[src/hdl/f2bcr_pkg.sv]
// ----------------------------------------------------------------------------
// f2bcr_pkg: shared types for the GF(2) boundary column reduction unit
// Word types for both channels, controller states and the command/status
// bundles between the controller and the datapath.
// ----------------------------------------------------------------------------
package f2bcr_pkg;

  // Fixed field widths
  localparam int unsigned ColW    = 64;
  localparam int unsigned RowOutW = 6;
  localparam int unsigned ApbDW   = 32;
  localparam int unsigned ApbAW   = 3;

  // Register index of reduction_mode (decoded from paddr[2])
  localparam logic RegModeIdx = 1'b0;

  typedef logic [RowOutW-1:0] row_out_t;

  // Input word
  typedef struct packed {
    logic [ColW-1:0] column_bits;
    logic            start_matrix;
  } f2bcr_in_t;

  // Result word
  typedef struct packed {
    logic [ColW-1:0] reduced_bits;
    row_out_t        pivot_row;
    logic            has_pivot;
    row_out_t        column_number;
    logic            overflow;
  } f2bcr_out_t;

  // Controller states
  typedef enum logic [2:0] {
    ST_IDLE,
    ST_SCAN,
    ST_XOR,
    ST_COMMIT,
    ST_DONE
  } f2bcr_state_e;

  // Controller -> datapath
  typedef struct packed {
    logic load;        // latch new column, apply start_matrix
    logic step;        // move scan to the next lower row
    logic fetch;       // read owner column for the current row
    logic apply_xor;   // fold fetched column into the working column
    logic take_pivot;  // current row becomes this column's pivot
    logic commit;      // store column, mark pivot, bump counter
    logic emit;        // load output register
  } f2bcr_cmd_t;

  // Datapath -> controller
  typedef struct packed {
    logic ovf;         // column arrived with the matrix already full
    logic row_set;     // working column has the current row set
    logic row_owned;   // current row has an owner
    logic row_last;    // current row is row zero
    logic found;       // pivot already taken
    logic out_busy;    // output register still holds an untaken word
  } f2bcr_sts_t;

endpackage

[src/hdl/f2bcr_ctrl.sv]
// ----------------------------------------------------------------------------
// f2bcr_ctrl: reduction sequencer
// Walks the working column from the top row down, one row per cycle, with an
// XOR state per owned row; first-pivot mode stops at a new pivot.
// ----------------------------------------------------------------------------
module f2bcr_ctrl (
  input  logic                  clk_i,
  input  logic                  rst_ni,
  input  logic                  in_valid_i,
  output logic                  in_ready_o,
  input  logic                  mode_i,
  input  f2bcr_pkg::f2bcr_sts_t sts_i,
  output f2bcr_pkg::f2bcr_cmd_t cmd_o
);

  f2bcr_pkg::f2bcr_state_e state_q, state_d;

  // State register
  always_ff @(posedge clk_i or negedge rst_ni) begin
    if (!rst_ni) begin
      state_q <= f2bcr_pkg::ST_IDLE;
    end else begin
      state_q <= state_d;
    end
  end

  // Next state
  always_comb begin
    state_d = state_q;
    unique case (state_q)
      f2bcr_pkg::ST_IDLE: begin
        if (in_valid_i) state_d = f2bcr_pkg::ST_SCAN;
      end
      f2bcr_pkg::ST_SCAN: begin
        priority if (sts_i.ovf) begin
          state_d = f2bcr_pkg::ST_DONE;
        end else if (sts_i.row_set && sts_i.row_owned) begin
          state_d = f2bcr_pkg::ST_XOR;
        end else if (sts_i.row_set && !sts_i.found && !mode_i) begin
          state_d = f2bcr_pkg::ST_COMMIT;
        end else if (sts_i.row_last) begin
          state_d = f2bcr_pkg::ST_COMMIT;
        end else begin
          state_d = f2bcr_pkg::ST_SCAN;
        end
      end
      f2bcr_pkg::ST_XOR: begin
        state_d = sts_i.row_last ? f2bcr_pkg::ST_COMMIT : f2bcr_pkg::ST_SCAN;
      end
      f2bcr_pkg::ST_COMMIT: begin
        state_d = f2bcr_pkg::ST_DONE;
      end
      f2bcr_pkg::ST_DONE: begin
        if (!sts_i.out_busy) state_d = f2bcr_pkg::ST_IDLE;
      end
      default: state_d = f2bcr_pkg::ST_IDLE;
    endcase
  end

  // Commands
  always_comb begin
    cmd_o      = '0;
    in_ready_o = 1'b0;
    unique case (state_q)
      f2bcr_pkg::ST_IDLE: begin
        in_ready_o = 1'b1;
        cmd_o.load = in_valid_i;
      end
      f2bcr_pkg::ST_SCAN: begin
        if (!sts_i.ovf) begin
          if (sts_i.row_set && sts_i.row_owned) begin
            cmd_o.fetch = 1'b1;
          end else if (sts_i.row_set && !sts_i.found) begin
            // new pivot; exhaustive mode keeps going downward
            cmd_o.take_pivot = 1'b1;
            cmd_o.step       = mode_i && !sts_i.row_last;
          end else begin
            cmd_o.step = !sts_i.row_last;
          end
        end
      end
      f2bcr_pkg::ST_XOR: begin
        cmd_o.apply_xor = 1'b1;
        cmd_o.step      = !sts_i.row_last;
      end
      f2bcr_pkg::ST_COMMIT: begin
        cmd_o.commit = 1'b1;
      end
      f2bcr_pkg::ST_DONE: begin
        cmd_o.emit = !sts_i.out_busy;
      end
      default: begin
        cmd_o = '0;
      end
    endcase
  end

endmodule

[src/hdl/f2bcr_dpath.sv]
// ----------------------------------------------------------------------------
// f2bcr_dpath: working column, pivot table and output register
// Reduced columns are kept in a memory indexed by their pivot row, so one
// registered read gives the owner column of a row directly.
// ----------------------------------------------------------------------------
module f2bcr_dpath #(
  parameter int unsigned MatrixSize = 64
) (
  input  logic                  clk_i,
  input  logic                  rst_ni,
  input  f2bcr_pkg::f2bcr_in_t  in_data_i,
  input  f2bcr_pkg::f2bcr_cmd_t cmd_i,
  output f2bcr_pkg::f2bcr_sts_t sts_o,
  input  logic                  out_ready_i,
  output logic                  out_valid_o,
  output f2bcr_pkg::f2bcr_out_t out_data_o
);

  localparam int unsigned RowW = (MatrixSize > 1) ? $clog2(MatrixSize) : 1;
  localparam int unsigned CntW = $clog2(MatrixSize + 1);
  localparam logic [f2bcr_pkg::ColW-1:0] RowMask =
    (MatrixSize >= f2bcr_pkg::ColW) ? '1
                                    : ((64'd1 << MatrixSize) - 64'd1);
  localparam logic [RowW-1:0] TopRow = RowW'(MatrixSize - 1);
  localparam logic [CntW-1:0] FullCnt = CntW'(MatrixSize);

  typedef logic [f2bcr_pkg::ColW-1:0] col_t;

  // Working registers
  col_t                  col_q, col_d;
  logic [RowW-1:0]       row_q, row_d;
  logic [RowW-1:0]       piv_q, piv_d;
  logic [RowW-1:0]       me_q, me_d;
  logic                  found_q, found_d;
  logic                  ovf_q, ovf_d;
  logic [CntW-1:0]       cnt_q, cnt_d;
  logic [MatrixSize-1:0] owned_q, owned_d;
  col_t                  rd_q;
  logic                  out_valid_q, out_valid_d;
  f2bcr_pkg::f2bcr_out_t out_q, out_d;

  // Reduced columns by pivot row
  col_t pcol_mem [MatrixSize];

  logic [CntW-1:0] cnt_eff;

  // Column index after an optional matrix restart
  assign cnt_eff = in_data_i.start_matrix ? '0 : cnt_q;

  // Scan registers
  always_comb begin
    col_d   = col_q;
    row_d   = row_q;
    piv_d   = piv_q;
    me_d    = me_q;
    found_d = found_q;
    ovf_d   = ovf_q;
    if (cmd_i.load) begin
      col_d   = in_data_i.column_bits & RowMask;
      row_d   = TopRow;
      found_d = 1'b0;
      ovf_d   = (cnt_eff == FullCnt);
      me_d    = cnt_eff[RowW-1:0];
    end
    if (cmd_i.apply_xor) col_d = col_q ^ rd_q;
    if (cmd_i.take_pivot) begin
      found_d = 1'b1;
      piv_d   = row_q;
    end
    if (cmd_i.step) row_d = row_q - RowW'(1);
  end

  always_ff @(posedge clk_i) begin
    col_q   <= col_d;
    row_q   <= row_d;
    piv_q   <= piv_d;
    me_q    <= me_d;
    found_q <= found_d;
    ovf_q   <= ovf_d;
  end

  // Column counter and pivot ownership bits
  always_comb begin
    cnt_d   = cnt_q;
    owned_d = owned_q;
    if (cmd_i.load && in_data_i.start_matrix) begin
      cnt_d   = '0;
      owned_d = '0;
    end
    if (cmd_i.commit) begin
      cnt_d = cnt_q + CntW'(1);
      if (found_q) owned_d[piv_q] = 1'b1;
    end
  end

  always_ff @(posedge clk_i or negedge rst_ni) begin
    if (!rst_ni) begin
      cnt_q   <= '0;
      owned_q <= '0;
    end else begin
      cnt_q   <= cnt_d;
      owned_q <= owned_d;
    end
  end

  // Column memory: write on commit, registered read of the current row
  always_ff @(posedge clk_i) begin
    if (cmd_i.commit && found_q) pcol_mem[piv_q] <= col_q;
  end

  always_ff @(posedge clk_i) begin
    if (cmd_i.fetch) rd_q <= pcol_mem[row_q];
  end

  // Output register
  always_comb begin
    out_valid_d = out_valid_q;
    out_d       = out_q;
    if (out_ready_i) out_valid_d = 1'b0;
    if (cmd_i.emit) begin
      out_valid_d = 1'b1;
      out_d       = '0;
      if (ovf_q) begin
        out_d.overflow = 1'b1;
      end else begin
        out_d.reduced_bits  = col_q;
        out_d.pivot_row     = found_q ? f2bcr_pkg::row_out_t'(piv_q) : '0;
        out_d.has_pivot     = found_q;
        out_d.column_number = f2bcr_pkg::row_out_t'(me_q);
      end
    end
  end

  always_ff @(posedge clk_i or negedge rst_ni) begin
    if (!rst_ni) begin
      out_valid_q <= 1'b0;
    end else begin
      out_valid_q <= out_valid_d;
    end
  end

  always_ff @(posedge clk_i) begin
    out_q <= out_d;
  end

  // Status
  assign sts_o.ovf       = ovf_q;
  assign sts_o.row_set   = col_q[row_q];
  assign sts_o.row_owned = owned_q[row_q];
  assign sts_o.row_last  = (row_q == '0);
  assign sts_o.found     = found_q;
  assign sts_o.out_busy  = out_valid_q && !out_ready_i;

  assign out_valid_o = out_valid_q;
  assign out_data_o  = out_q;

endmodule

[src/hdl/f2_boundary_column_reduction_unit.sv]
// ----------------------------------------------------------------------------
// f2_boundary_column_reduction_unit: GF(2) boundary matrix column reduction
// Sequence: rows of the accepted column are scanned from the top, one row per
//   cycle, with an extra XOR state for each owned row folded in; first-pivot
//   mode stops at the new pivot. The column then passes through COMMIT and
//   DONE into the output register; an overflow column goes from SCAN to DONE.
// Flow: one column at a time; the unit is ready for the next word in the
//   cycle after the result enters the output register; a held result also stalls.
// Reset: clears pivot ownership, column counter, mode and handshake state;
//   no memory clearing pass.
// ----------------------------------------------------------------------------
module f2_boundary_column_reduction_unit #(
  parameter int unsigned MatrixSize = 64
) (
  input  logic                            clk_i,
  input  logic                            rst_ni,
  // input channel
  input  logic                            in_valid_i,
  output logic                            in_ready_o,
  input  f2bcr_pkg::f2bcr_in_t            in_data_i,
  // output channel
  output logic                            out_valid_o,
  input  logic                            out_ready_i,
  output f2bcr_pkg::f2bcr_out_t           out_data_o,
  // configuration port
  input  logic                            psel,
  input  logic                            penable,
  input  logic                            pwrite,
  input  logic [f2bcr_pkg::ApbAW-1:0]     paddr,
  input  logic [f2bcr_pkg::ApbDW-1:0]     pwdata,
  output logic [f2bcr_pkg::ApbDW-1:0]     prdata,
  output logic                            pready
);

  logic                  mode_q, mode_d;
  logic                  reg_hit;
  f2bcr_pkg::f2bcr_cmd_t cmd;
  f2bcr_pkg::f2bcr_sts_t sts;

  // Register decode
  assign reg_hit = (paddr[2] == f2bcr_pkg::RegModeIdx);
  assign pready  = 1'b1;

  always_comb begin
    mode_d = mode_q;
    if (psel && penable && pwrite && reg_hit) mode_d = pwdata[0];
  end

  always_ff @(posedge clk_i or negedge rst_ni) begin
    if (!rst_ni) begin
      mode_q <= 1'b0;
    end else begin
      mode_q <= mode_d;
    end
  end

  assign prdata = reg_hit ? {{(f2bcr_pkg::ApbDW-1){1'b0}}, mode_q} : '0;

  // Sequencer
  f2bcr_ctrl u_ctrl (
    .clk_i      (clk_i),
    .rst_ni     (rst_ni),
    .in_valid_i (in_valid_i),
    .in_ready_o (in_ready_o),
    .mode_i     (mode_q),
    .sts_i      (sts),
    .cmd_o      (cmd)
  );

  // Datapath
  f2bcr_dpath #(
    .MatrixSize (MatrixSize)
  ) u_dpath (
    .clk_i       (clk_i),
    .rst_ni      (rst_ni),
    .in_data_i   (in_data_i),
    .cmd_i       (cmd),
    .sts_o       (sts),
    .out_ready_i (out_ready_i),
    .out_valid_o (out_valid_o),
    .out_data_o  (out_data_o)
  );

endmodule
[config.mk]
export PLATFORM = sky130hd
export DESIGN_NAME = f2_boundary_column_reduction_unit
export DESIGN_NICKNAME = d
export VERILOG_FILES = /design/src/hdl/f2bcr_pkg.sv /design/src/hdl/f2bcr_ctrl.sv /design/src/hdl/f2bcr_dpath.sv /design/src/hdl/f2_boundary_column_reduction_unit.sv
export SDC_FILE = /design/constraint.sdc
export NUM_CORES = 2
export LEC_CHECK = 0
export BUFFER_PORTS_ARGS = -buffer_cell sky130_fd_sc_hd__buf_2
export CELL_PAD_IN_SITES_DETAIL_PLACEMENT = 2
export CELL_PAD_IN_SITES_GLOBAL_PLACEMENT = 2
export CORE_MARGIN = 2
export CORE_UTILIZATION = 45
export DETAILED_ROUTE_END_ITERATION = 8
export GPL_TIMING_DRIVEN = 1
export PLACE_DENSITY_LB_ADDON = 0.1
export SLEW_MARGIN = 15
export SYNTH_ARGS = -nofsm -noshare
export SYNTH_HDL_FRONTEND = slang
export SYNTH_SLANG_ARGS = --single-unit
[constraint.sdc]
create_clock -name clk_i -period 10.09 [get_ports clk_i]
set_clock_uncertainty 0.2 [all_clocks]
set_input_delay 0.5045 -clock clk_i [delete_from_list [all_inputs] [get_ports clk_i]]
set_output_delay 0.5045 -clock clk_i [all_outputs]
set_load 0.05 [all_outputs]
==> metrics.md <==
| Metric | Value |
|---|---|
| Antenna violations before repair | 38 |
| Synth warn | 0 |
| H-tree depth | 5 |
| Total power | 47.2 mW |
| All-Layer GR Usage | 0.301 |
| Routed wire length | 573000 um |
| Initial Util | 0.452 |
| Global-route wire length before repair | 776000 um |
| GP Congestion | 0.768 |
| Die height | 615 um |
| Top FF cell, synth | edfxtp_1 |
| Worst path max stage delay | 0.86 ns |
| Top cell type's share of synthesized area | 0.772 |
| Crit path kind | reg2reg |
| Nets | 7678 |
| Yosys top cell by area | edfxtp_1 |
| Pins Over Slew Limit | 0 |
| Final worst setup slack | 4.18 ns |
| FMAX | 169 MHz |
| Synth Cell Area | 168000 um2 |
| Root buf cell | clkbuf_16 |
| Clock Sinks | 4398 |
| Max-cap viol count | 0 |
| # fillers | 31.6k |
| Hold Crit Class | in2reg |
| Syn avg cell area | 24.2 um2 |
| Pre-CTS setup slack | 4.28 ns |
| Routed vias | 83.7k |
| Final Non-Filler Cells | 12.9k |
| HPWL after DPL | 297000 um |
| Core area | 372000 um2 |
| Vias per Instance | 6.48 |
| WL/cell | 44.3 um |
| DRC Markers | 0 |
| Status | completed |
| Crit Path Max Fanout | 66 |
| Slowest CP cell | buf_4 |
| Asr flop ratio synth | 0.0173 |
| Worst hold margin | 0.150 ns |
| Cells after Synth | 6947 |
| Number of iterations in the first detailed-routing pass | 5 |
| Antenna Nets Post-Route | 0 |
| Most instantiated cells after synthesis | 4321 x edfxtp_1, 1290 x mux4_2, 154 x clkbuf_1, 133 x buf_2, 108 x nor2_1 |
| Die area | 379000 um2 |
| Final Setup Violations | 0 |
| Inserted Clock Buffers | 462 |
| Static Leak | 61.8 nW |
| Fin crit share | 0.585 |
| Vias in the first global route | 88.0k |
| Clock Latency Late Sink | 1.02 ns |
| Post-CTS Setup Bufs | 0 |
| Post-synth EDFFs | 4321 |
| Largest net degree at the start of global routing | 105 |
| Crit path arrival time | 6.29 ns |
| Unrepaired setup endpoints after global routing | false |
| Area contributors post-synth | edfxtp_1 77%, mux4_2 17%, dfrtp_1 1.1% |
| Required @ worst endpoint | 10.48 ns |
| Count leader, synth | edfxtp_1 |
| Yosys cell types | 58 |
| Critical path cell sequence | buf_4 > buf_12 > mux4_2 > mux2i_1 > mux2i_1 > a2111o_1 > nand2_1 > nor3_2 > buf_4 > buf_4 |
| Die span in x | 615 um |
| Setup TNS | 0 ns |
| Tmin final | 5.91 ns |
| PortBufs | 154 |
| CTS tree | yes |
| CP Capture Type | register |
| FF+latch count, synth | 4398 |
| Gr ovfl total | 0 |
| Fraction of layout cells with a size suffix above 1 | 0.309 |
| Row Count | 224 |
| Clock Tree Buf Depth | 4 |
| Final Hold Fails | 0 |
| Slew Limit Headroom | 0.145 |
| Ports | 220 |
| Most frequent CP cell | buf_4 |
| Placed cells | 12.0k |
| Area grow syn2layout | 13.9% |
| Seq/Total Area, Yosys | 0.783 |
| Worst-path clk slew | 0.06 ns |
| Drt initial violations | 12.2k |
| Crit path launch type | register |
| Power density over cell area | 246 nW/um2 |
| Worst Tran Pin Value | 1.28 ns |
| Max IR drop VDD | 0.000227 V |
==> worst paths after layout <==
kind,end,cells after the start,startpoint,slack (ns)
max,u_dpath.rd_q[19]$_DFFE_PP_,10,u_dpath.row_q[0]$_SDFFCE_PN1P_,4.18
min,u_dpath.col_q[9]$_DFFE_PP_,4,in_data_i[10],0.15
max reg2reg,u_dpath.rd_q[19]$_DFFE_PP_,10,u_dpath.row_q[0]$_SDFFCE_PN1P_,4.18
min reg2reg,u_dpath.owned_q[51]$_DFF_PN0_,1,u_dpath.owned_q[51]$_DFF_PN0_,0.28
max in group asynchronous,u_dpath.cnt_q[2]$_DFFE_PN0P_,3,rst_ni,8.77
min in group asynchronous,u_ctrl.state_q[2]$_DFFE_PN0P_,3,rst_ni,0.21
==> routing by layer <==
metal | vias to the layer above | global-route usage | routed length, um
li1 | 31100 | - | -
met1 | 47500 | 0.411 | 226000
met2 | 4346 | 0.507 | 288000
met3 | 803 | 0.0429 | 41300
met4 | 4 | 0.0924 | 18500
met5 | - | 0 | 24
==> stage by stage <==
step | area, um2 | utilization
floorplan | 168000 | -
global placement | 177000 | 0.474
detailed placement | 177000 | 0.474
CTS | 191000 | 0.514
global route | 191000 | 0.514
finish | 191000 | 0.514
==> cell type report <==
class | instances | area [um2] | share of cell area
Tap cell | 4972 | 6220 | 0.0325
Clock inverter | 266 | 2110 | 0.0110
Inverter | 6 | 40.0 | 0.000209
Sequential cell | 4398 | 132000 | 0.688
Multi-Input combinational cell | 2179 | 35300 | 0.184
Antenna cell | 8 | 20.0 | 0.000105
Timing Repair Buffer | 522 | 4060 | 0.0212
Clock buffer | 571 | 12100 | 0.0632
==> flip-flops by register name, summed over array words and instances, names as in the netlist, 7 cells and up <==
register / count
u_dpath.pcol_mem: 4096
u_dpath.out_data_o: 78
u_dpath.col_q: 64
u_dpath.owned_q: 64
u_dpath.rd_q: 64
u_dpath.cnt_q: 7
==> cell families (layout without fill, tap and decap cells) <==
| family | count (synthesis) | in the layout | synth area share |
|---|---|---|---|
| muxes | 1417 | 1417 | 0.181 |
| adders and majority gates | 2 | 2 | 0.000149 |
| other | 2 | 40 | 0.0000447 |
| and+or+nand+nor | 349 | 349 | 0.00996 |
| buffers and inverters | 400 | 1365 | 0.0111 |
| xor gates and xnor gates | 67 | 67 | 0.00349 |
| AOI/OAI and AO/OA | 312 | 312 | 0.0117 |
| DFF | 4398 | 4398 | 0.783 |
==> placed cells by master, fill, tap and decap left out, types with 26 or more instances in the layout <==
cell type      netlist  final
a21o_1              64     64
a21oi_1             64     64
buf_12               0     26
buf_2              133    153
buf_4               44    272
bufinv_16            0     28
clkbuf_1           154    103
clkbuf_16            0    468
clkinv_1             0    130
clkinv_2             0     78
conb_1               2     32
dfrtp_1             76     76
dlygate4sd3_1        0     70
edfxtp_1          4321   4321
mux2_2              34     34
mux2i_1             93     93
mux4_2            1290   1290
nand2_1             93     91
nor2_1             108     42
nor2_4               0     65
nor2b_1             86     86
o21ai_0             97     97
o221ai_1            26     26
o22ai_1             27     27
xnor2_1             65     65
==> repair_timing <==
action	4_1_cts	5_1_grt
gates resized for setup	0	0
hold endpoints to repair	150	0
hold buffers	70	0
==> report_power, final <==
group / total (mW) / internal, mW / switching [mW]
clock network: 16.5 / 9.18 / 7.35
registers: 22.1 / 21.9 / 0.200
logic: 8.53 / 3.30 / 5.22
total: 47.2 / 34.4 / 12.8
==> worst max-delay path, delay by kind of cell, from the launching register on <==
family	cells	cell delay [ns]
DFF	1	0.45
buffers and inverters	4	2.46
muxes	3	1.16
AOI/OAI and AO/OA	1	0.51
and+or+nand+nor	2	0.47
Note: power is estimated with default switching activity, not from simulation.
